`src/hw/rtl/xrds_pkg.sv`:
```
// Package for the xorshift128 random draw and shuffle core.
// Holds widths, mode codes, generator constants, shared types and the generator step.
// No dependencies.
`timescale 1ns / 1ps

package xrds_pkg;

    localparam int DATA_W     = 32;
    localparam int MODE_W     = 2;
    localparam int SIZE_W     = 7;
    localparam int PERM_DEPTH = 64;
    localparam int PERM_AW    = $clog2(PERM_DEPTH);
    localparam int MAX_EMIT   = 64;
    localparam int IN_W       = 80;

    localparam logic [MODE_W-1:0] MODE_RAW     = 2'd0;
    localparam logic [MODE_W-1:0] MODE_BOUNDED = 2'd1;
    localparam logic [MODE_W-1:0] MODE_PERM    = 2'd2;

    localparam logic [DATA_W-1:0] SEED_X = 32'd123456789;
    localparam logic [DATA_W-1:0] SEED_Y = 32'd362436069;
    localparam logic [DATA_W-1:0] SEED_Z = 32'd521288629;
    localparam logic [DATA_W-1:0] SEED_W = 32'd88675123;

    localparam int SHIFT_A = 11;
    localparam int SHIFT_B = 19;
    localparam int SHIFT_C = 8;

    typedef struct packed {
        logic [DATA_W-1:0] x;
        logic [DATA_W-1:0] y;
        logic [DATA_W-1:0] z;
        logic [DATA_W-1:0] w;
    } gen_state_t;

    typedef struct packed {
        logic busy;
        logic done;
    } div_status_t;

    function automatic gen_state_t xs_reload(input logic [DATA_W-1:0] seed);
        gen_state_t g;
        g.x = SEED_X;
        g.y = SEED_Y;
        g.z = SEED_Z;
        g.w = SEED_W ^ seed;
        return g;
    endfunction

    function automatic gen_state_t xs_next(input gen_state_t g);
        gen_state_t        r;
        logic [DATA_W-1:0] t;
        t   = g.x ^ (g.x << SHIFT_A);
        r.x = g.y;
        r.y = g.z;
        r.z = g.w;
        r.w = (g.w ^ (g.w >> SHIFT_B)) ^ (t ^ (t >> SHIFT_C));
        return r;
    endfunction

endpackage

```
`src/hw/rtl/xrds_divider.sv`:
```
// Radix-2 restoring remainder unit, one quotient bit per cycle.
// Depends on xrds_pkg for widths and the status struct.
`timescale 1ns / 1ps

module xrds_divider (
    input  logic                       clk,
    input  logic                       rst_n,
    input  logic                       start,
    input  logic [xrds_pkg::DATA_W-1:0] dividend,
    input  logic [xrds_pkg::DATA_W-1:0] divisor,
    output xrds_pkg::div_status_t      status,
    output logic [xrds_pkg::DATA_W-1:0] remainder
);
    import xrds_pkg::*;

    localparam int CNT_W = $clog2(DATA_W);

    logic [DATA_W-1:0] rem_reg, rem_next;
    logic [DATA_W-1:0] dvd_reg, dvd_next;
    logic [DATA_W-1:0] dsr_reg, dsr_next;
    logic [CNT_W-1:0]  cnt_reg, cnt_next;
    logic              busy_reg, busy_next;
    logic              done_reg, done_next;
    logic [DATA_W:0]   shifted;

    always_comb
    begin
        rem_next  = rem_reg;
        dvd_next  = dvd_reg;
        dsr_next  = dsr_reg;
        cnt_next  = cnt_reg;
        busy_next = busy_reg;
        done_next = 1'b0;
        shifted   = {rem_reg, dvd_reg[DATA_W-1]};
        if (start)
        begin
            rem_next  = '0;
            dvd_next  = dividend;
            dsr_next  = divisor;
            cnt_next  = CNT_W'(DATA_W - 1);
            busy_next = 1'b1;
        end
        else if (busy_reg)
        begin
            if (shifted >= {1'b0, dsr_reg})
                rem_next = DATA_W'(shifted - {1'b0, dsr_reg});
            else
                rem_next = shifted[DATA_W-1:0];
            dvd_next = {dvd_reg[DATA_W-2:0], 1'b0};
            cnt_next = cnt_reg - 1'b1;
            if (cnt_reg == '0)
            begin
                busy_next = 1'b0;
                done_next = 1'b1;
            end
        end
    end

    always_ff @(posedge clk or negedge rst_n)
    begin
        if (!rst_n)
        begin
            busy_reg <= 1'b0;
            done_reg <= 1'b0;
            cnt_reg  <= '0;
        end
        else
        begin
            busy_reg <= busy_next;
            done_reg <= done_next;
            cnt_reg  <= cnt_next;
        end
    end

    always_ff @(posedge clk)
    begin
        rem_reg <= rem_next;
        dvd_reg <= dvd_next;
        dsr_reg <= dsr_next;
    end

    assign status.busy = busy_reg;
    assign status.done = done_reg;
    assign remainder   = rem_reg;

`ifndef SYNTHESIS
    a_no_restart: assert property (@(posedge clk) disable iff (!rst_n)
        start |-> !busy_reg)
        else $error("divider restarted while busy");
    a_rem_below: assert property (@(posedge clk) disable iff (!rst_n)
        done_reg |-> (rem_reg < dsr_reg))
        else $error("remainder not below divisor");
    a_done_follows_busy: assert property (@(posedge clk) disable iff (!rst_n)
        done_reg |-> ($past(busy_reg) && !busy_reg))
        else $error("done without a finished run");
`endif

endmodule

```
`src/hw/rtl/xorshift_random_draw_and_shuffle_core.sv`:
```
// Top level of the xorshift128 draw and shuffle core.
// Depends on xrds_pkg and xrds_divider.
`timescale 1ns / 1ps

// Raw word: S_RAW loads the result register once the output is free.
// Bounded draw: the serial remainder unit runs in S_DIV, then S_BEMIT loads the result.
// Permutation: S_FILL fills the table (one write port), then each emitted entry takes a
// remainder unit run plus table read and write-back. Errors: S_ERR loads the result.
// rst_n (async) clears control and loads the generator with its seed-0 words;
// the permutation table is not cleared (it is refilled by every shuffle).
module xorshift_random_draw_and_shuffle_core (
    input  logic                          clk,
    input  logic                          rst_n,
    // configuration: seed write
    input  logic                          cfg_valid,
    output logic                          cfg_ready,
    input  logic [xrds_pkg::DATA_W-1:0]   cfg_data,
    // input items
    input  logic                          s_tvalid,
    output logic                          s_tready,
    // [1:0] mode, [33:2] range_low, [65:34] range_high, [72:66] perm_size,
    // [79:73] perm_count
    input  logic [xrds_pkg::IN_W-1:0]     s_tdata,
    // result items
    output logic                          m_tvalid,
    input  logic                          m_tready,
    // [31:0] value
    output logic [xrds_pkg::DATA_W-1:0]   m_tdata,
    output logic                          m_tlast,
    // [0] error
    output logic [0:0]                    m_tuser
);
    import xrds_pkg::*;

    localparam logic [3:0] S_IDLE  = 4'd0;
    localparam logic [3:0] S_RAW   = 4'd1;
    localparam logic [3:0] S_ERR   = 4'd2;
    localparam logic [3:0] S_DIV   = 4'd3;
    localparam logic [3:0] S_BEMIT = 4'd4;
    localparam logic [3:0] S_FILL  = 4'd5;
    localparam logic [3:0] S_PDRAW = 4'd6;
    localparam logic [3:0] S_PDIV  = 4'd7;
    localparam logic [3:0] S_PEMIT = 4'd8;

    // unpacked input item
    logic [MODE_W-1:0] in_mode;
    logic [DATA_W-1:0] in_low;
    logic [DATA_W-1:0] in_high;
    logic [SIZE_W-1:0] in_size;
    logic [SIZE_W-1:0] in_count;

    assign in_mode  = s_tdata[1:0];
    assign in_low   = s_tdata[33:2];
    assign in_high  = s_tdata[65:34];
    assign in_size  = s_tdata[72:66];
    assign in_count = s_tdata[79:73];

    logic [3:0]         state_reg, state_next;
    gen_state_t         gen_reg, gen_next, gen_step;
    logic [DATA_W-1:0]  lo_reg, lo_next;
    logic [SIZE_W-1:0]  n_reg, n_next;
    logic [SIZE_W-1:0]  k_reg, k_next;
    logic [PERM_AW-1:0] i_reg, i_next;   // fill counter, then shuffle position
    logic [PERM_AW-1:0] j_reg, j_next;

    logic               out_valid_reg, out_valid_next;
    logic [DATA_W-1:0]  out_data_reg, out_data_next;
    logic               out_last_reg, out_last_next;
    logic               out_err_reg, out_err_next;
    logic               out_free;

    // divider hookup
    logic               div_start;
    logic [DATA_W-1:0]  div_divisor;
    div_status_t        div_status;
    logic [DATA_W-1:0]  div_rem;

    // permutation table: one write port, two registered read ports
    logic [PERM_AW-1:0] perm_mem [PERM_DEPTH];
    logic               mem_we;
    logic [PERM_AW-1:0] mem_waddr;
    logic [PERM_AW-1:0] mem_wdata;
    logic               mem_re;
    logic [PERM_AW-1:0] rd_i_reg;
    logic [PERM_AW-1:0] rd_j_reg;

    logic               perm_bad;
    logic               perm_last;

    assign gen_step  = xs_next(gen_reg);
    assign out_free  = !out_valid_reg || m_tready;
    assign perm_bad  = (in_size == '0) || (in_size > SIZE_W'(PERM_DEPTH))
                    || (in_count > in_size) || (in_count > SIZE_W'(MAX_EMIT));
    assign perm_last = (({1'b0, i_reg} + 1'b1) == k_reg);

    assign s_tready  = (state_reg == S_IDLE) && !cfg_valid;
    assign cfg_ready = (state_reg == S_IDLE);

    always_comb
    begin
        state_next     = state_reg;
        gen_next       = gen_reg;
        lo_next        = lo_reg;
        n_next         = n_reg;
        k_next         = k_reg;
        i_next         = i_reg;
        j_next         = j_reg;
        out_valid_next = out_valid_reg && !m_tready;
        out_data_next  = out_data_reg;
        out_last_next  = out_last_reg;
        out_err_next   = out_err_reg;
        div_start      = 1'b0;
        div_divisor    = DATA_W'(n_reg - {1'b0, i_reg});
        mem_we         = 1'b0;
        mem_waddr      = i_reg;
        mem_wdata      = i_reg;
        mem_re         = 1'b0;

        unique case (state_reg)
            S_IDLE:
            begin
                if (cfg_valid)
                begin
                    gen_next = xs_reload(cfg_data);
                end
                else if (s_tvalid)
                begin
                    lo_next = in_low;
                    n_next  = in_size;
                    k_next  = in_count;
                    i_next  = '0;
                    unique case (in_mode)
                        MODE_RAW:
                            state_next = S_RAW;
                        MODE_BOUNDED:
                        begin
                            if (in_high <= in_low)
                                state_next = S_ERR;
                            else
                            begin
                                gen_next    = gen_step;
                                div_start   = 1'b1;
                                div_divisor = in_high - in_low;
                                state_next  = S_DIV;
                            end
                        end
                        MODE_PERM:
                        begin
                            if (perm_bad)
                                state_next = S_ERR;
                            else if (in_count == '0)
                                state_next = S_IDLE;   // nothing asked for
                            else
                                state_next = S_FILL;
                        end
                        default:
                            state_next = S_ERR;
                    endcase
                end
            end
            S_RAW:
            begin
                if (out_free)
                begin
                    gen_next       = gen_step;
                    out_valid_next = 1'b1;
                    out_data_next  = gen_step.w;
                    out_last_next  = 1'b1;
                    out_err_next   = 1'b0;
                    state_next     = S_IDLE;
                end
            end
            S_ERR:
            begin
                if (out_free)
                begin
                    out_valid_next = 1'b1;
                    out_data_next  = '0;
                    out_last_next  = 1'b1;
                    out_err_next   = 1'b1;
                    state_next     = S_IDLE;
                end
            end
            S_DIV:
            begin
                if (div_status.done)
                    state_next = S_BEMIT;
            end
            S_BEMIT:
            begin
                // remainder holds until the next divider start
                if (out_free)
                begin
                    out_valid_next = 1'b1;
                    out_data_next  = lo_reg + div_rem;
                    out_last_next  = 1'b1;
                    out_err_next   = 1'b0;
                    state_next     = S_IDLE;
                end
            end
            S_FILL:
            begin
                mem_we = 1'b1;
                if ({1'b0, i_reg} == (n_reg - 1'b1))
                begin
                    i_next     = '0;
                    state_next = S_PDRAW;
                end
                else
                    i_next = i_reg + 1'b1;
            end
            S_PDRAW:
            begin
                gen_next   = gen_step;
                div_start  = 1'b1;
                state_next = S_PDIV;
            end
            S_PDIV:
            begin
                if (div_status.done)
                begin
                    // remainder < n - i, so j stays inside the table
                    j_next     = i_reg + div_rem[PERM_AW-1:0];
                    mem_re     = 1'b1;
                    state_next = S_PEMIT;
                end
            end
            S_PEMIT:
            begin
                if (out_free)
                begin
                    // entry i is never read again, so only j is written back
                    mem_we         = 1'b1;
                    mem_waddr      = j_reg;
                    mem_wdata      = rd_i_reg;
                    out_valid_next = 1'b1;
                    out_data_next  = DATA_W'(rd_j_reg);
                    out_last_next  = perm_last;
                    out_err_next   = 1'b0;
                    if (perm_last)
                        state_next = S_IDLE;
                    else
                    begin
                        i_next     = i_reg + 1'b1;
                        state_next = S_PDRAW;
                    end
                end
            end
            default:
                state_next = S_IDLE;
        endcase
    end

    always_ff @(posedge clk or negedge rst_n)
    begin
        if (!rst_n)
        begin
            state_reg     <= S_IDLE;
            gen_reg       <= xs_reload('0);
            out_valid_reg <= 1'b0;
            i_reg         <= '0;
        end
        else
        begin
            state_reg     <= state_next;
            gen_reg       <= gen_next;
            out_valid_reg <= out_valid_next;
            i_reg         <= i_next;
        end
    end

    always_ff @(posedge clk)
    begin
        lo_reg       <= lo_next;
        n_reg        <= n_next;
        k_reg        <= k_next;
        j_reg        <= j_next;
        out_data_reg <= out_data_next;
        out_last_reg <= out_last_next;
        out_err_reg  <= out_err_next;
    end

    always_ff @(posedge clk)
    begin
        if (mem_we)
            perm_mem[mem_waddr] <= mem_wdata;
        if (mem_re)
        begin
            rd_i_reg <= perm_mem[i_reg];
            rd_j_reg <= perm_mem[j_next];
        end
    end

    xrds_divider u_divider (
        .clk       (clk),
        .rst_n     (rst_n),
        .start     (div_start),
        .dividend  (gen_step.w),
        .divisor   (div_divisor),
        .status    (div_status),
        .remainder (div_rem)
    );

    assign m_tvalid   = out_valid_reg;
    assign m_tdata    = out_data_reg;
    assign m_tlast    = out_last_reg;
    assign m_tuser[0] = out_err_reg;

`ifndef SYNTHESIS
    a_err_zero: assert property (@(posedge clk) disable iff (!rst_n)
        (out_valid_reg && out_err_reg) |-> (out_data_reg == '0) && out_last_reg)
        else $error("error item with nonzero value or without last");
    a_swap_order: assert property (@(posedge clk) disable iff (!rst_n)
        (state_reg == S_PEMIT) |-> (j_reg >= i_reg) && ({1'b0, i_reg} < k_reg))
        else $error("shuffle index out of order");
    a_div_waits: assert property (@(posedge clk) disable iff (!rst_n)
        ((state_reg == S_DIV) || (state_reg == S_PDIV)) && !div_status.done
        |-> div_status.busy)
        else $error("waiting on an idle divider");
`endif

endmodule
```
`config.mk`:
```
export PLATFORM = sky130hd
export DESIGN_NAME = xorshift_random_draw_and_shuffle_core
export DESIGN_NICKNAME = d
export VERILOG_FILES = /design/src/hw/rtl/xrds_pkg.sv /design/src/hw/rtl/xrds_divider.sv /design/src/hw/rtl/xorshift_random_draw_and_shuffle_core.sv
export SDC_FILE = /design/constraint.sdc
export NUM_CORES = 2
export LEC_CHECK = 0
export ABC_CLOCK_PERIOD_IN_PS = 6700
export BUFFER_PORTS_ARGS = -buffer_cell sky130_fd_sc_hd__buf_2
export CAP_MARGIN = 20
export CORE_MARGIN = 2
export CORE_UTILIZATION = 55
export CTS_CLUSTER_DIAMETER = 40
export DETAILED_ROUTE_END_ITERATION = 16
export PLACE_DENSITY_LB_ADDON = 0.1
export SETUP_SLACK_MARGIN = 0.05
export SLEW_MARGIN = 20
export SYNTH_ARGS = -nofsm -noshare
export SYNTH_HDL_FRONTEND = slang
export SYNTH_SLANG_ARGS = --single-unit
```
`constraint.sdc`:
```
create_clock -name clk -period 6.7 [get_ports clk]
set_clock_uncertainty 0.15 [all_clocks]
set_input_delay 1.005 -clock clk [delete_from_list [all_inputs] [get_ports clk]]
set_output_delay 1.005 -clock clk [all_outputs]
set_load 0.02 [all_outputs]
```
# After elaboration in Yosys (flattened, before gate mapping)
# Memory sizes are Yosys's and may differ from the RTL's. A register that Yosys moved wholly into a read port is not among the register bits.
# Cells that the tools add are included.
# word_totals
out_inout_bits,37
memories,1
word_cells,168
regBits,328
mem_bits_rw,384
# classes
n_reduce_logical,30
n_addsub,9
bitwise,6
muxes,70
n_eq_ne,27
order_cmp,5
# memory_table
name,words,word_bits,rd,rd_ports_with_merged_regs,write_ports,line,rtl
perm_mem,64,6,2,2,1,xorshift_random_draw_and_shuffle_core.sv:79,logic [PERM_AW-1:0] perm_mem [PERM_DEPTH];
# op_table
op,count
128-bit two-way mux,5
32-bit two-way mux,12
128-bit one-hot mux with 3 select lines,1
32-bit one-hot mux with 4 select lines,1
6-bit two-way mux,11
32-bit subtractor,2
32-bit XOR,2
33-bit by 32-bit greater-or-equal comparator with 1-bit output,1
32-bit adder,1
32-bit <= comparator,1
32-bit by 13-bit XOR with 32-bit output,1
32-bit by 24-bit XOR with 32-bit output,1
4-bit two-way mux,7
4-bit one-hot mux with 7 select lines,1
1-bit two-way mux,21
6-bit one-hot mux with 3 select lines,1
"4-bit by 3-bit equality test with 1-bit output, second input constant",4
5-bit AND reduction,3
"7-bit greater-than comparator, second input constant",2
7-bit logical NOT,2
"2-bit inequality test, second input constant",7
12-bit inverter,1
5-bit two-way mux,2
"2-bit by 1-bit inequality test with 1-bit output, second input constant",5
other kinds (33),52

# Logic depth before layout (Yosys ltp)
# depth
ltp_word,9
depth_mapped,16
ltp_nobuf,13

# By module
# A second synthesis with hierarchy kept.
# unflattened
cells_unflattened,3640
area_unflattened_um2,39472.9
# by_module_without_submodules
mod,area_each_um2,n_inst,cells_per_inst,seq_area_each_um2
xorshift_random_draw_and_shuffle_core,33614.7,1,3075,17968.5
xrds_divider,5858.1,1,565,2737.6

# Worst setup path before layout
# Ideal clock, no wire load.
# synth_path
kind,input-to-reg
start,input port m_tready
end,"memory perm_mem[0][1] (netlist name), data pin"
slack_ns,1.596
setup_time_ns,0.702
cell_stages,5
t_arrival_ns,4.252
cell_sequence,nor2b_1 > nor2_1 > clkbuf_1 > clkbuf_1 > o21ai_0
# synth_between
elab_chain_len,3
# synth_rtl
item,line,rtl
from (decl),xorshift_random_draw_and_shuffle_core.sv:26,"input logic m_tready,"
1-bit logical OR,xorshift_random_draw_and_shuffle_core.sv:91,assign out_free = !out_valid_reg || m_tready;
6-bit two-way mux,xorshift_random_draw_and_shuffle_core.sv:230,if (out_free)
6-bit two-way mux,xorshift_random_draw_and_shuffle_core.sv:119,unique case (state_reg)
named net mem_wdata[1],xorshift_random_draw_and_shuffle_core.sv:82,logic [PERM_AW-1:0] mem_wdata;
to (decl),xorshift_random_draw_and_shuffle_core.sv:79,
# The timed path passes the listed nets, and every way through them passes these cells.

# Final worst setup path
# layout_path
start,register state_reg[1]
end,"register rd_j_reg[2], read port of perm_mem, data pin"
# layout_between
elab_chain_len,2
word_cells_on_any_way,3
classes_between,eq/ne (1); mux (2)
# layout_rtl
item,line,rtl
from (decl),xorshift_random_draw_and_shuffle_core.sv:58,"logic [3:0] state_reg, state_next;"
from (signal assigned),xorshift_random_draw_and_shuffle_core.sv:265,state_reg <= state_next;
4-bit by 3-bit equality test with 1-bit output,xorshift_random_draw_and_shuffle_core.sv:119,
1-bit two-way mux,xorshift_random_draw_and_shuffle_core.sv:119,
named net mem_re,xorshift_random_draw_and_shuffle_core.sv:83,logic mem_re;
to (decl),xorshift_random_draw_and_shuffle_core.sv:85,logic [PERM_AW-1:0] rd_j_reg;
# The timed path passes the listed nets, and every way through them passes these cells.
# A chain may end at the register's enable or synchronous reset.

==> flow_metrics.py <==
metrics = {
    "sta": {
        "setup_viol": 0,
        "slew_headroom": 0.285,
        "period_share": 0.743,
        "slew_violations": 0,
        "fin_crit_ps": 4980,
        "holdWs_ps": 256,
        "rsz0062_at_grt": "false",
        "setup_tns_ps": 0,
        "hold_viol": 0,
        "max_freq_ghz": 0.201,
        "worst_slew_pin_slew_ps": 1070,
    },
    "die": {
        "io_pins": 154,
        "die-area_sq_um": 72900,
        "die_w_um": 270,
        "die_y_um": 270,
        "initial_utilization": 0.555,
        "num_rows": 97,
        "core_area_sq_um": 70000,
    },
    "worst_setup_path": {
        "rr_startpoint": "state_reg[1]$_DFFE_PN0P_",
        "arrival_ps": 5290,
        "reg2reg_to": "rd_j_reg[2]$_DFFE_PP_",
        "path_cells": "nand2_1 -> nor2_8 -> mux2i_4 -> inv_4 -> buf_12 -> nand2_1 -> and3_1 -> a311oi_1 -> a311oi_1 -> a211oi_1 -> a211oi_1 -> a31oi_1",
        "crit_start": "state_reg[1]$_DFFE_PN0P_",
        "cp-endpoint": "rd_j_reg[2]$_DFFE_PP_",
        "critical_path_class": "flip-flop to flip-flop",
        "cp_max_fo": 84,
        "cp.required_ps": 7020,
        "cp_top_family": "compound AO/OA/AOI/OAI gates",
        "worstRegToRegCells": 12,
        "r2r_slack_ps": 1720,
        "worstSetupEndpointType": "flip-flop",
        "critPathMaxStageDelay_ps": 800,
        "slowest_stage": "dfrtp_1",
        "cp_num_buf_inv": 2,
        "start_kind": "flip-flop",
        "worst-path-stages": 12,
    },
    "flow_run": {
        "max-cap-violations": 0,
    },
    "grt": {
        "grt_pass1_vias": 28021,
        "grt-ovfl-total": 0,
        "use_met3": 0.0517,
        "grt_pass1_wl_mm": 168,
        "use_met1": 0.387,
        "grt_usage": 0.299,
        "grt_antenna_before_repair": 4,
        "grt_use_met2": 0.486,
        "grt_max_degree": 257,
        "top_usage_layer": "met2",
    },
    "cells_and_area": {
        "drive_gt1_frac": 0.176,
        "nNetsFinal": 3826,
        "final_area_sq_um": 44400,
        "largest_reg_flops": 384,
        "syn2layout_area_growth_pct": 14.2,
    },
    "synthesis": {
        "ys_async_sr_fraction": 0.202,
        "synth_top_area_frac": 0.417,
        "seq_area_frac_synth": 0.532,
        "syn_nets": 3718,
        "synth-main-ff-cell": "edfxtp_1",
        "synth_area_sq_um": 38900,
        "syn_area_per_cell_sq_um": 11.2,
        "synth_common_cells": "657 x nand2_1, 540 x edfxtp_1, 243 x nor2_1",
        "netlist_instances": 3479,
        "yosys_warnings": 0,
        "ys_types": 86,
        "synth_most_common_cell": "nand2_1",
        "synthTopCellsByArea": "edfxtp_1 42%, mux4_2 8.9%, nand2_1 6.3%, dfrtp_1 5.5%, dfstp_2 4.1%",
        "synth.largest_area_cell": "edfxtp_1",
        "synth_seq_cells": 724,
        "synth_edf_count": 540,
    },
    "hold_path": {
        "hp-class": "primary input to async pin",
    },
    "routing": {
        "post_drt_wl_per_cell_um": 23.8,
        "routed_via_density": 6.19,
        "vias": 28645,
        "drc": 0,
        "drtAntennaViolNets": 0,
        "firstDrtPassIters": 6,
        "drtIter0Drc": 3033,
        "wl_mm": 110,
    },
    "power": {
        "irDropWorstVdd_mv": 0.346,
        "p_leak_nw": 16.9,
        "total_power_mw": 19.8,
        "power_density_nw_per_um2": 445,
    },
    "clock_network": {
        "postCtsHoldBufs": 0,
        "post_cts_resized": 0,
        "clk_latency_ps": 680,
        "path_clk_slew_ps": 60,
        "ctsHtreeMaxLevel": 3,
        "cts_made_buffers": 113,
        "cts_tree": "built",
        "cts_root_buffer": "clkbuf_16",
        "clock_path_buffers": 3,
        "cts_setup_buffers": 0,
        "clock-sinks": 724,
    },
    "placed_design": {
        "dpl_cell_area_sq_um": 40400,
        "dp_hpwl_mm": 74.9,
        "io_buffers": 153,
        "gp_congestion": 0.938,
    },
    "run_status": {
        "outcome": "completed",
    },
}
worst min path at each step:
| stage | cells after the start | endpoint | slack (ps) |
|---|---|---|---|
| 5_1_grt | 1 | gen_reg[91]$_DFFE_PN0P_ | 320 |
| 4_1_cts | 1 | gen_reg[91]$_DFFE_PN0P_ | 280 |
| 6_report | 1 | gen_reg[91]$_DFFE_PN0P_ | 260 |
| 2_1_floorplan | 2 | gen_reg[69]$_DFFE_PN1P_ | 290 |
| 3_3_place_gp | 2 | gen_reg[71]$_DFFE_PN1P_ | 300 |
| 3_5_place_dp | 2 | gen_reg[70]$_DFFE_PN1P_ | 310 |
layer usage:
metal / vias up / part of all wire
met5: - / 0.00024
met4: 4 / 0.054
met3: 283 / 0.079
met2: 1309 / 0.48
met1: 14011 / 0.39
li1: 13038 / -
placed cells by master (no fill, tap or decap), drive strengths merged, types with 25 or more instances in the layout:
| cell | count |
|---|---|
| dfstp | 61 |
| a31oi | 25 |
| ha | 117 |
| nand2 | 657 |
| clkinv | 43 |
| o21ai | 275 |
| a21oi | 165 |
| mux2i | 29 |
| dfrtp | 85 |
| xnor2 | 149 |
| clkbuf | 124 |
| a21o | 56 |
| and3 | 39 |
| nor2 | 244 |
| dfxtp | 38 |
| buf | 188 |
| inv | 139 |
| nor3 | 34 |
| a311oi | 53 |
| mux4 | 154 |
| edfxtp | 540 |
| nand3 | 97 |
| xor2 | 59 |
kinds of logic after synthesis:
| family | after synthesis | share of synthesized area |
|---|---|---|
| AND/OR/NAND/NOR | 1181 | 0.130 |
| AO/OA/AOI/OAI | 742 | 0.119 |
| flip-flops | 724 | 0.532 |
| buffers and inverters | 316 | 0.0341 |
| XOR/XNOR | 208 | 0.0468 |
| multiplexers | 186 | 0.0978 |
| adder cells (fa/ha/maj) | 122 | 0.0402 |
area by class of cell:
| cell class | instances | area (sq um) |
|---|---|---|
| fillers | 5480 | 25600 |
| flip-flops and latches | 724 | 20700 |
| multi-input cells | 2439 | 17000 |
| clock buffers | 124 | 2920 |
| well taps | 940 | 1180 |
| repair buffers | 188 | 1100 |
| clock inverters | 89 | 1040 |
| inverters | 121 | 457 |
| diodes | 1 | 2.50 |
metrics by stage:
step / std cells / setup slack [ps] / utilization
final: 4626 / 1720 / 0.634
after global routing: 4625 / 1500 / 0.634
after CTS: 4624 / 1890 / 0.634
after detailed placement: 4411 / 1400 / 0.577
after global placement: 4411 / 1560 / 0.577
after floorplan: 3479 / 1600 / -
power by group:
| part | switching [mW] | internal, mW | total [mW] |
|---|---|---|---|
| combinational | 4.37 | 2.64 | 7.01 |
| sequential | 0.667 | 6.02 | 6.68 |
| clock | 2.23 | 3.83 | 6.06 |
| total | 7.27 | 12.5 | 19.8 |
Note: power is estimated with default switching activity, not from simulation.
